### src/rtl/gre_pkg.sv
package gre_pkg;

    localparam int CELLS_PER_SIDE = 32;

    localparam int CMD_W     = 2;
    localparam int COORD_W   = 5;
    localparam int SIZE_W    = 6;
    localparam int BLOCK_W   = 16;
    localparam int COLOR_W   = 16;
    localparam int TEXTURE_W = 32;
    localparam int CELL_W    = BLOCK_W + COLOR_W + TEXTURE_W;

    typedef enum logic [CMD_W-1:0] {
        CMD_BEGIN   = 2'd0,
        CMD_WRITE   = 2'd1,
        CMD_EXTRACT = 2'd2
    } command_t;

    typedef struct packed {
        logic clr_start;
        logic clr_wr;
        logic in_wr;
        logic seek_adv;
        logic run_start;
        logic run_rd;
        logic run_inc;
        logic dn_start;
        logic dn_rd;
        logic dn_col;
        logic dn_row;
        logic er_start;
        logic er_wr;
        logic emit_hit;
        logic emit_none;
    } ctrl_t;

    typedef struct packed {
        logic clr_last;
        logic scan_end;
        logic data_nz;
        logic data_eq;
        logic run_end;
        logic down_end;
        logic col_last;
        logic erase_last;
        logic out_free;
    } status_t;

endpackage

### src/rtl/gre_ctrl.sv
module gre_ctrl (
    input  logic                      clk,
    input  logic                      rst_n,
    input  logic                      in_valid,
    input  logic [gre_pkg::CMD_W-1:0] in_command,
    output logic                      in_ready,
    input  gre_pkg::status_t          status,
    output gre_pkg::ctrl_t            ctrl
);

    typedef enum logic [10:0] {
        S_CLEAR     = 11'b000_0000_0001,
        S_IDLE      = 11'b000_0000_0010,
        S_SEEK_RD   = 11'b000_0000_0100,
        S_SEEK_CHK  = 11'b000_0000_1000,
        S_RUN_RD    = 11'b000_0001_0000,
        S_RUN_CHK   = 11'b000_0010_0000,
        S_DN_RD     = 11'b000_0100_0000,
        S_DN_CHK    = 11'b000_1000_0000,
        S_ERASE     = 11'b001_0000_0000,
        S_EMIT_HIT  = 11'b010_0000_0000,
        S_EMIT_NONE = 11'b100_0000_0000
    } state_t;

    state_t state_reg;
    state_t state_next;

    always_ff @(posedge clk or negedge rst_n)
    begin
        if (!rst_n)
        begin
            state_reg <= S_CLEAR;
        end
        else
        begin
            state_reg <= state_next;
        end
    end

    always_comb
    begin
        state_next = state_reg;
        ctrl       = '0;
        in_ready   = 1'b0;
        unique case (state_reg)
            S_CLEAR:
            begin
                ctrl.clr_wr = 1'b1;
                if (status.clr_last)
                begin
                    state_next = S_IDLE;
                end
            end
            S_IDLE:
            begin
                in_ready = 1'b1;
                if (in_valid)
                begin
                    unique case (in_command)
                        gre_pkg::CMD_BEGIN:
                        begin
                            ctrl.clr_start = 1'b1;
                            state_next     = S_CLEAR;
                        end
                        gre_pkg::CMD_WRITE:
                        begin
                            ctrl.in_wr = 1'b1;
                        end
                        gre_pkg::CMD_EXTRACT:
                        begin
                            state_next = S_SEEK_RD;
                        end
                        default:
                        begin
                            state_next = S_IDLE;
                        end
                    endcase
                end
            end
            S_SEEK_RD:
            begin
                if (status.scan_end)
                begin
                    state_next = S_EMIT_NONE;
                end
                else
                begin
                    state_next = S_SEEK_CHK;
                end
            end
            S_SEEK_CHK:
            begin
                if (status.data_nz)
                begin
                    ctrl.run_start = 1'b1;
                    state_next     = S_RUN_RD;
                end
                else
                begin
                    ctrl.seek_adv = 1'b1;
                    state_next    = S_SEEK_RD;
                end
            end
            S_RUN_RD:
            begin
                if (status.run_end)
                begin
                    ctrl.dn_start = 1'b1;
                    state_next    = S_DN_RD;
                end
                else
                begin
                    ctrl.run_rd = 1'b1;
                    state_next  = S_RUN_CHK;
                end
            end
            S_RUN_CHK:
            begin
                if (status.data_eq)
                begin
                    ctrl.run_inc = 1'b1;
                    state_next   = S_RUN_RD;
                end
                else
                begin
                    ctrl.dn_start = 1'b1;
                    state_next    = S_DN_RD;
                end
            end
            S_DN_RD:
            begin
                if (status.down_end)
                begin
                    ctrl.er_start = 1'b1;
                    state_next    = S_ERASE;
                end
                else
                begin
                    ctrl.dn_rd = 1'b1;
                    state_next = S_DN_CHK;
                end
            end
            S_DN_CHK:
            begin
                priority if (!status.data_eq)
                begin
                    ctrl.er_start = 1'b1;
                    state_next    = S_ERASE;
                end
                else if (status.col_last)
                begin
                    ctrl.dn_row = 1'b1;
                    state_next  = S_DN_RD;
                end
                else
                begin
                    ctrl.dn_col = 1'b1;
                    state_next  = S_DN_RD;
                end
            end
            S_ERASE:
            begin
                ctrl.er_wr = 1'b1;
                if (status.erase_last)
                begin
                    state_next = S_EMIT_HIT;
                end
            end
            S_EMIT_HIT:
            begin
                if (status.out_free)
                begin
                    ctrl.emit_hit = 1'b1;
                    state_next    = S_IDLE;
                end
            end
            S_EMIT_NONE:
            begin
                if (status.out_free)
                begin
                    ctrl.emit_none = 1'b1;
                    state_next     = S_IDLE;
                end
            end
            default:
            begin
                state_next = S_CLEAR;
            end
        endcase
    end

endmodule

### config.mk
export PLATFORM = sky130hd
export DESIGN_NAME = gre_ctrl
export DESIGN_NICKNAME = d
export VERILOG_FILES = /design/src/rtl/gre_pkg.sv /design/src/rtl/gre_ctrl.sv
export SDC_FILE = /design/constraint.sdc
export NUM_CORES = 1
export LEC_CHECK = 0
export BUFFER_PORTS_ARGS = -buffer_cell sky130_fd_sc_hd__buf_2
export CAP_MARGIN = 20
export CORE_MARGIN = 2
export CORE_UTILIZATION = 50
export CTS_CLUSTER_DIAMETER = 60
export DETAILED_ROUTE_END_ITERATION = 8
export HOLD_SLACK_MARGIN = 0.08
export MAX_ROUTING_LAYER = met4
export PLACE_DENSITY = 0.87
export SETUP_SLACK_MARGIN = 0.02
export SLEW_MARGIN = 20
export SYNTH_ARGS = -nofsm -noshare
export SYNTH_HDL_FRONTEND = slang
export SYNTH_SLANG_ARGS = --single-unit
### constraint.sdc
create_clock -name clk -period 2.5 [get_ports clk]
set_input_delay 0.25 -clock clk [delete_from_list [all_inputs] [get_ports clk]]
set_output_delay 0.25 -clock clk [all_outputs]
set_load 0.02 [all_outputs]
# Word level (Yosys, flattened, before mapping)
# Cells that the tools add are included.
# totals
reg_bits	11
wordCells	64
# op_classes
reduce_logical	3
n_eq_ne	18
muxes	42
# op_table
cell	n
one-hot mux 11 bit (10 select lines)	1
2-to-1 mux 11 bit	5
one-hot mux 11 bit (3 select lines)	1
2-to-1 mux 1 bit	25
2-to-1 mux 9 bit	2
2-to-1 mux 7 bit	2
== test 11 x 1 -> 1 bit, second input constant	1
== test 11 x 10 -> 1 bit, second input constant	1
== test 11 bit, second input constant	1
== test 11 x 2 -> 1 bit, second input constant	1
== test 11 x 3 -> 1 bit, second input constant	1
== test 11 x 4 -> 1 bit, second input constant	1
== test 11 x 5 -> 1 bit, second input constant	1
== test 11 x 6 -> 1 bit, second input constant	1
== test 11 x 7 -> 1 bit, second input constant	1
== test 11 x 8 -> 1 bit, second input constant	1
== test 11 x 9 -> 1 bit, second input constant	1
inequality test 2 bit, second input constant	4
2-to-1 mux 2 bit	3
2-to-1 mux 5 bit	1
AND reduction 5 bit	1
one-hot mux 1 bit (2 select lines)	2
== test 2 x 1 -> 1 bit, second input constant	1
== test 2 bit, second input constant	1
3 further kinds	3

# Logic depth before layout (Yosys ltp)
# Gate-level depths: netlist of run 1.
# logic_depth
depth_word	4
mapped_depth	8
ltp_nobuf	6

# Worst setup path after synthesis of run 1
# No wires, ideal clock.
# synth_timing
path_type	register to output
start	register state_reg[6]
end	output ctrl[14] (netlist name)
path_buffers	2
required_time_ps	2250
stages_incl_launch_ff	7
arrival_ps	2035
setup_slack_ps	215
cell_sequence	dfrtp_1 buf_6 nor4_4 nand3_1 or2_0 clkbuf_1 nor4b_1
# synth_rtl
item	line	rtl
start: declaration	gre_ctrl.sv:25	state_t state_reg;
start signal: assignment	gre_ctrl.sv:36	state_reg <= state_next;
end: declaration	gre_ctrl.sv:8	output gre_pkg::ctrl_t ctrl

==> flow_summary.ini, run 1 <==
[status]
status = finished clean

[yosys]
yosys.area_share.simple_pct = 43.30
cell_area_after_technology_mapping_um2 = 933.4
number_of_warnings_issued_by_yosys = 0
number_of_flops_mapped_to_enable_cells_by_yosys = 0
synthFlopType = dfrtp_1
synth_compound_area_share_pct = 13.00
xor_and_xnor_fraction_of_the_mapped_netlist_area_pct = 2.815
multiplexer_area_fraction_after_synthesis_pct = 2.413
postSynth.asyncResetShare_pct = 100.0
postSynthNetCount = 122
synth_adder_area_share_pct = 0
synth-seq-cells = 11
synth_sequential_area_ratio_pct = 29.62
synth_top_family_by_area = simple AND/OR/NAND/NOR gates
synth_cells = 108
synth.avg_cell_area_um2 = 8.643
number_of_unique_standard_cell_types_used_by_synthesis = 47

[setup_path]
worstReg2RegEnd = state_reg[9]
worstSetupPathType = flop to output port
r2r_cells = 6
startpoint_type = flop
crit_path_arrival_time_ps = 2120
critical_path.max_fanout = 7
setup.worst_path.end_class = output port
regToRegStartpoint = state_reg[8]
required_ps = 2250
reg2reg_setup_slack_ps = 550

[run]
maxCapViolations = 0

[timing]
clock_skew_ps = 2.370
setup-violations-final = 0
max_slew_margin_pct = 72.88
final_min_period_over_clock_period_pct = 94.65
grt_setup_unrepaired = false
report.final.slew_viol_count = 0
finalSetupTns_ps = 0
final_hold_viol_count = 0
max_freq_ghz = 0.4226
timing_worst_slew_pin_value_ps = 403.4
final_period_demand_of_the_worst_path_ps = 2366

[clock_network]
cts_buffers = 3
clk_tree_root_cell = clkbuf_4
worst_setup_hold_path_clk_slew_ps = 70
clkSinkCount = 11
cts.htree.levels = 1
clock_path_buffers = 2
clkLatencyLatePin_ps = 270
tritoncts = built

[layout]
synthToLayoutAreaGrowth_pct = 20.78
fin_nets = 154
num-fill-cells = 145
final-instance-count-excl-fill = 164
diodes_inserted = 0
largest_register_ffs = 11
drive_above_1_share_pct = 38.85

[pwr]
power.ir.vdd_worst_v = 0.0003468
power.leakage_nw = 0.5631
power_w = 0.0006964
power_per_cell_area_nw_per_um2 = 617.8

[floorplan]
start_util_pct = 53.48
floorplan.core_area_um2 = 1745
row_count = 15
ios = 30
die_x_um = 47.21
dieHeight_um = 47.21
fp.dieArea_um2 = 2228

[grt]
first_global_vias = 677
pin_count_of_the_biggest_net_entering_global_routing = 12
grt_remaining_overflow = 0
global_route_wire_length_before_repair_um = 2780
groute.usage.overall_pct = 18.19
grt_antenna_before_repair = 0

[hold_path]
min_path_type = input pin to flop
hold-path-cell-count = 2
min-delay-start = status[7]
hold-path-endpoint = state_reg[3]

[placed_design]
io_buffers = 29
gp_congestion = 0.8526
place.detailed.hpwl_um = 1516
placedCellCount = 155

[detailed_routing]
detailed_route_iter0_violations = 20
route.detailed.vias_per_inst = 5.500
drt_pass_1_iters = 4
routedWlPerCell_um = 12.01
vias = 902
final_antenna_net_count = 0
routed_wirelength_um = 1969
drc_errors = 0
==> cells by family (layout without fill, tap and decap cells) <==
group	count (synthesis)	after routing
buffers and inverters	12	43
XOR/XNOR	3	3
AO/OA/AOI/OAI	18	18
multiplexers	2	2
flip-flops	11	11
AND/OR/NAND/NOR	62	62
==> cell type report <==
| type | instances | area [µm²] | area share [%] |
|---|---|---|---|
| Inverter | 5 | 18.77 | 1.665 |
| Clock buffer | 4 | 26.28 | 2.331 |
| Timing Repair Buffer | 34 | 185.2 | 16.43 |
| Sequential cell | 11 | 280.3 | 24.86 |
| Tap cell | 25 | 31.28 | 2.775 |
| Multi-Input combinational cell | 85 | 585.6 | 51.94 |
==> per-stage QoR <==
step | hold slack [ps] | worst slack (ps) | util, % | cell area [µm²]
finish | 148.5 | 133.7 | 64.59 | 1127
global route | 144.3 | 36.10 | 64.59 | 1127
CTS | 149.2 | 23.31 | 62.08 | 1084
detailed placement | 134.9 | 296.4 | 59.93 | 1046
global placement | 132.0 | 343.1 | 59.93 | 1046
floorplan | -45.59 | 214.8 | - | 933.4
==> cell usage in the layout, fill, tap and decap left out, types with 3 or more instances in the layout <==
cell type	n
nand2_1	4
nor3b_1	3
nand3_1	4
dfrtp_1	7
nand2b_1	5
nor4b_1	5
buf_4	4
buf_2	29
o21ai_0	5
clkbuf_4	3
inv_1	5
dfrtp_2	3
nor2b_1	4
nor3_1	5
nor2_1	10
==> where the power goes <==
group | internal, W | switching (W) | total [W] | leakage, nW
Sequential | 0.000205 | 0.0000445 | 0.000250 | 0.143
Combinational | 0.000146 | 0.000181 | 0.000327 | 0.405
Clock | 0.0000617 | 0.0000575 | 0.000119 | 0.0150
Total | 0.000413 | 0.000283 | 0.000696 | 0.563
==> routing by layer <==
layer	global-route usage [%]	vias up	wire length (µm)
met4	7.222	0	21
met1	22.80	419	826
met5	-	-	0
met2	29.59	25	1026
li1	-	454	-
met3	2.308	4	94
==> synth_stat cells (2+ instances only) <==
cell | instances | area share [%]
xor2_1 | 2 | 1.9
o21ai_0 | 5 | 2.7
nand2_1 | 4 | 1.6
and3_1 | 2 | 1.3
dfrtp_1 | 10 | 27
nand2b_1 | 5 | 3.4
nor3b_1 | 3 | 2.4
nor3_1 | 5 | 2.7
inv_1 | 5 | 2.0
buf_6 | 3 | 3.6
nand3_1 | 4 | 2.1
a21oi_1 | 2 | 1.1
nor2b_1 | 4 | 2.7
nor4_1 | 2 | 1.3
and3b_1 | 2 | 1.9
mux2_2 | 2 | 2.4
nor4b_1 | 6 | 5.6
nor2_1 | 12 | 4.8
o32ai_1 | 2 | 1.9
==> how the worst max path moves through the flow <==
| stage | from | to | slack [ps] | cells after the start |
|---|---|---|---|---|
| after global placement | state_reg[9] | ctrl[5] | 340 | 6 |
| after detailed placement | state_reg[9] | ctrl[4] | 300 | 6 |
| final | state_reg[1] | ctrl[5] | 130 | 6 |
| after CTS | state_reg[8] | ctrl[4] | 20 | 6 |
| after floorplan | state_reg[6] | ctrl[14] | 210 | 6 |
| after global routing | state_reg[1] | ctrl[4] | 40 | 6 |
==> worst max-delay path, cell delays in order (launching register included) <==
cell and delay, ps:
dfrtp_1 460, nor2_2 200, nand3_2 120, or3_4 370, or4_4 440, nor2_1 100, buf_2 160
==> what timing repair did <==
item                                    CTS  global route
resized for setup                         1             6
setup buffers                             0             4
pin swaps                                 0             1
hold endpoints to repair                 10             0
endpoints found under the setup margin    2             3
hold buffers                              1             0
No activity file was read; power rests on OpenSTA's default activity.
==> run 2, diff against run 1 <==
Settings changed: CTS_BUF_LIST from default to sky130_fd_sc_hd__clkbuf_8.
Clock period 2.5 ns to 2.7 ns, I/O delays scaled along.
==> run 2 against run 1 <==
  * Critical path depth unchanged
  * Utilization down 1.5 points
  * Combinational power shrank 8.9%
  * Sequential power fell by 9.2%
  * Total power is 2.1% lower
  * First-iteration DRC count decreased by 15%
  * Routed wire length decreased by 4.8%
  * Sequential share of layout area grew 0.25 points
  * Count of clock-buffer cells in the layout fell by 1
  * Via count down 3.0%
  * Setup slack gained 71 ps
  * Critical endpoint is now ctrl[4]
  * Largest cell class unchanged
  * Largest power group unchanged
  * Highest routed layer unchanged
==> flow_summary.ini, run 2 (synthesis results as in run 1) <==
[status]
status = finished clean

[clock_network]
cts.htree.levels = 1
cts.repair.resized = 0
clock_path_buffers = 2
clk_tree_root_cell = clkbuf_8
clkLatencyLatePin_ps = 230
worst_setup_hold_path_clk_slew_ps = 50
tritoncts = built
cts_buffers = 3
clkSinkCount = 11

[timing]
finalSetupTns_ps = 0
final_hold_viol_count = 0
worst_hold_slack_ps = 201.1
final_period_demand_of_the_worst_path_ps = 2495
final_min_period_over_clock_period_pct = 92.42
report.final.slew_viol_count = 0
setup-violations-final = 0
max_slew_margin_pct = 71.79
max_freq_ghz = 0.4007
timing_worst_slew_pin_value_ps = 419.6
clock_skew_ps = 0.4615
grt_setup_unrepaired = false

[detailed_routing]
route.detailed.vias_per_inst = 5.469
vias = 875
detailed_route_iter0_violations = 17
final_antenna_net_count = 0
drt_pass_1_iters = 5
routedWlPerCell_um = 11.72
drc_errors = 0
routed_wirelength_um = 1875

[setup_path]
worstPathCellList = nor3_4 > nand3_2 > or3_4 > or4_4 > nor2_1 > buf_2
crit_path_top_delay_cell = dfrtp_1
critical_path.max_fanout = 11
required_ps = 2430
startpoint_type = flop
crit_path_arrival_time_ps = 2230
path_buf_inv = 1
cpPeakStageDelay_ps = 490
top_delay_family_on_crit_path = simple AND/OR/NAND/NOR gates
setup.worst_path.end_class = output port
worstSetupPathType = flop to output port

[pwr]
power_w = 0.0006820
power_per_cell_area_nw_per_um2 = 619.4
power.ir.vdd_worst_v = 0.0003159
power.leakage_nw = 0.5571

[placed_design]
place.detailed.hpwl_um = 1506
io_buffers = 29
gp_congestion = 0.8529
placedCellCount = 155

[layout]
final_common_cell = buf_2
diodes_inserted = 0
num-fill-cells = 146
final-instance-count-excl-fill = 160
largest_register_ffs = 11
synthToLayoutAreaGrowth_pct = 17.96
fin_nets = 150
mostFrequentLayoutCells = buf_2, nor2_1, dfrtp_1
drive_above_1_share_pct = 32.59

[floorplan]
start_util_pct = 53.48
dieHeight_um = 47.21
fp.dieArea_um2 = 2228
ios = 30
floorplan.core_area_um2 = 1745
row_count = 15
die_x_um = 47.21

[run]
maxCapViolations = 0

[hold_path]
min_path_type = input pin to flop

[grt]
groute.usage.overall_pct = 19.63
grt_remaining_overflow = 0
grt_antenna_before_repair = 0
first_global_vias = 720
global_route_wire_length_before_repair_um = 2953
pin_count_of_the_biggest_net_entering_global_routing = 12
==> run 2: layer usage <==
metal | up-vias | GRT usage [%] | wire length, µm
li1 | 446 | - | -
met1 | 403 | 23.64 | 843
met2 | 24 | 32.05 | 928
met3 | 2 | 4.615 | 91
met4 | 0 | 6.667 | 12
met5 | - | - | 0
==> run 2: path summary, 6_finish.rpt <==
check | startpoint | endpoint | slack [ps] | depth (start not counted)
worst max-delay path | state_reg[9] | ctrl[4] | 200 | 6
worst min-delay path | status[7] | state_reg[3] | 200 | 2
worst max register to register | state_reg[9] | state_reg[9] | 780 | 5
worst min register to register | state_reg[7] | state_reg[7] | 650 | 1
max in group asynchronous | rst_n | state_reg[0] | 2000 | 2
min in group asynchronous | rst_n | state_reg[6] | 440 | 2
==> run 2: layout make-up <==
cell class,count,area (µm²),area share [%]
clock buffer,3,41.29,3.750
clock inverter,1,3.754,0.3409
inverter,5,18.77,1.705
multi-input combinational,85,574.3,52.16
sequential,11,276.5,25.11
tap,25,31.28,2.841
timing repair buffer,30,155.1,14.09
==> run 2: what timing repair did <==
item | in CTS | in global routing
hold buffers | 1 | 0
setup buffers | 0 | 0
hold endpoints to repair | 10 | 0
endpoints found under the setup margin | 0 | 0
==> run 2: metrics by stage <==
step / cell area, µm² / util [%] / setup WS [ps]
global route: 1101 / 63.08 / 97.40
global placement: 1046 / 59.93 / 523.1
finish: 1101 / 63.08 / 204.6
detailed placement: 1046 / 59.93 / 463.2
floorplan: 933.4 / - / 394.8
CTS: 1101 / 63.08 / 202.3
==> run 2: where the power goes <==
group | internal (W) | total [W] | switching [W]
clock network | 0.0000995 | 0.000158 | 0.0000581
registers | 0.000190 | 0.000227 | 0.0000364
logic | 0.000132 | 0.000298 | 0.000166
==> run 3, diff against run 2 <==
Settings changed: CORE_UTILIZATION 50 to 41, PLACE_DENSITY 0.87 to 0.75.
==> run 3 against run 2 <==
  * Setup slack lost 5.3 ps
  * Combinational power grew 1%
  * Sequential share of layout area decreased by 0.085 points
  * Worst hold slack better by 8.0 ps
  * First-iteration DRC count decreased by 24%
  * Cell count increased by 1.9%
  * Clock skew is essentially flat
  * Global-route usage fell by 3.3 points
  * Register-to-register slack gained 20 ps
  * Routed wire length is 6.7% higher
  * Non-clock buffer count unchanged
  * Highest routed layer is now met3
==> flow_summary.ini, run 3 (synthesis results as in run 1) <==
[clock_network]
tritoncts = built
cts_buffers = 3
cts.htree.levels = 1
post_cts_hold_buffer_count = 1
clkLatencyLatePin_ps = 230
postCtsSetupRepairBufs = 0
clkSinkCount = 11
clk_tree_root_cell = clkbuf_8
cts.repair.resized = 0
clock_path_buffers = 2
worst_setup_hold_path_clk_slew_ps = 50

[setup_path]
reg2reg_setup_slack_ps = 800
worstReg2RegEnd = state_reg[9]
critical_path.max_fanout = 11
crit_path_arrival_time_ps = 2230
crit_path_top_delay_cell = dfrtp_1
regToRegStartpoint = state_reg[6]
worstPathCellList = nor3_4 > nand3_2 > or3_4 > or4_4 > nor2_1 > buf_2
worstSetupPathType = flop to output port
startpoint_type = flop
setup.worst_path.end_class = output port
r2r_cells = 5
required_ps = 2430
cpPeakStageDelay_ps = 480

[placed_design]
place.detailed.hpwl_um = 1593
gp_congestion = 0.7928
io_buffers = 29
placedCellCount = 158

[pwr]
power.leakage_nw = 0.5571
power.ir.vdd_worst_v = 0.0003119
power_per_cell_area_nw_per_um2 = 620.1

[run]
maxCapViolations = 0

[timing]
setup-violations-final = 0
worst_hold_slack_ps = 209.1
timing_worst_slew_pin_value_ps = 364.6
final_min_period_over_clock_period_pct = 92.62
finalSetupTns_ps = 0
clock_skew_ps = 0.7696
report.final.slew_viol_count = 0
max_slew_margin_pct = 75.70
grt_setup_unrepaired = false
max_freq_ghz = 0.3999
final_hold_viol_count = 0
final_period_demand_of_the_worst_path_ps = 2501

[layout]
final_common_cell = buf_2
fin_util_pct = 50.43
largest_register_ffs = 11
diodes_inserted = 0
final-instance-count-excl-fill = 163
drive_above_1_share_pct = 32.59
fin_nets = 150
mostFrequentLayoutCells = buf_2, nor2_1, dfrtp_1
synthToLayoutAreaGrowth_pct = 18.36

[grt]
first_global_vias = 800
groute.usage.overall_pct = 16.32
grt_antenna_before_repair = 0
global_route_wire_length_before_repair_um = 3277
grt_remaining_overflow = 0
pin_count_of_the_biggest_net_entering_global_routing = 12

[detailed_routing]
vias = 872
detailed_route_iter0_violations = 13
drt_pass_1_iters = 4
drc_errors = 0
route.detailed.vias_per_inst = 5.350
routed_wirelength_um = 2000
routedWlPerCell_um = 12.27
final_antenna_net_count = 0

[hold_path]
min_path_type = input pin to flop
hold-path-endpoint = state_reg[3]
min-delay-start = status[7]
hold-path-cell-count = 2

[floorplan]
dieHeight_um = 51.72
die_x_um = 51.72
ios = 30
fp.dieArea_um2 = 2674
floorplan.core_area_um2 = 2191
start_util_pct = 42.60
row_count = 17

[status]
status = finished clean
run 3: cell counts in the layout (fill, tap and decap cells not counted):
Identical to the previous run, type by type.
run 3: routing by layer:
metal  part of all wire, %  track usage [%]  up-vias
met4                     0            2.632        0
met3                   5.6            3.448        0
li1                      -                -      445
met1                    45            19.10      397
met2                    49            29.27       30
met5                     0                -        -
run 3: how the worst max path moves through the flow:
| stage | slack [ps] | end | startpoint | depth (start not counted) |
|---|---|---|---|---|
| detailed placement | 460 | ctrl[5] | state_reg[9] | 6 |
| finish | 200 | ctrl[5] | state_reg[9] | 6 |
| global placement | 520 | ctrl[4] | state_reg[9] | 6 |
| global route | 100 | ctrl[5] | state_reg[9] | 6 |
| floorplan | 390 | ctrl[14] | state_reg[6] | 6 |
| CTS | 190 | ctrl[5] | state_reg[9] | 6 |
run 3: area by class of cell:
type                       instances  area [µm²]
timing repair buffer              30       155.1
tap                               28       35.03
clock buffer                       3       41.29
inverter                           5       18.77
sequential                        11       276.5
fill                             216        1086
clock inverter                     1       3.754
multi-input combinational         85       574.3
run 3: critical path: cells and delay by family, from the launching register on:
family	cells	cell delay, ps
flops	1	480
simple gates	5	1350
buf+inv	1	170
run 3: per-stage QoR:
stage               total power (W)  area, µm²  setup WS, ps
floorplan                 0.0004603      933.4         394.8
detailed placement        0.0005289       1050         457.5
CTS                       0.0006896       1105         193.0
global placement          0.0005198       1050         516.9
finish                    0.0006851       1105         199.4
global route              0.0007352       1105         100.9
run 3: where the power goes:
part	internal [W]	switching [W]	leakage, nW
Sequential	0.000190	0.0000351	0.149
Combinational	0.000132	0.000170	0.382
Clock	0.0000995	0.0000583	0.0269
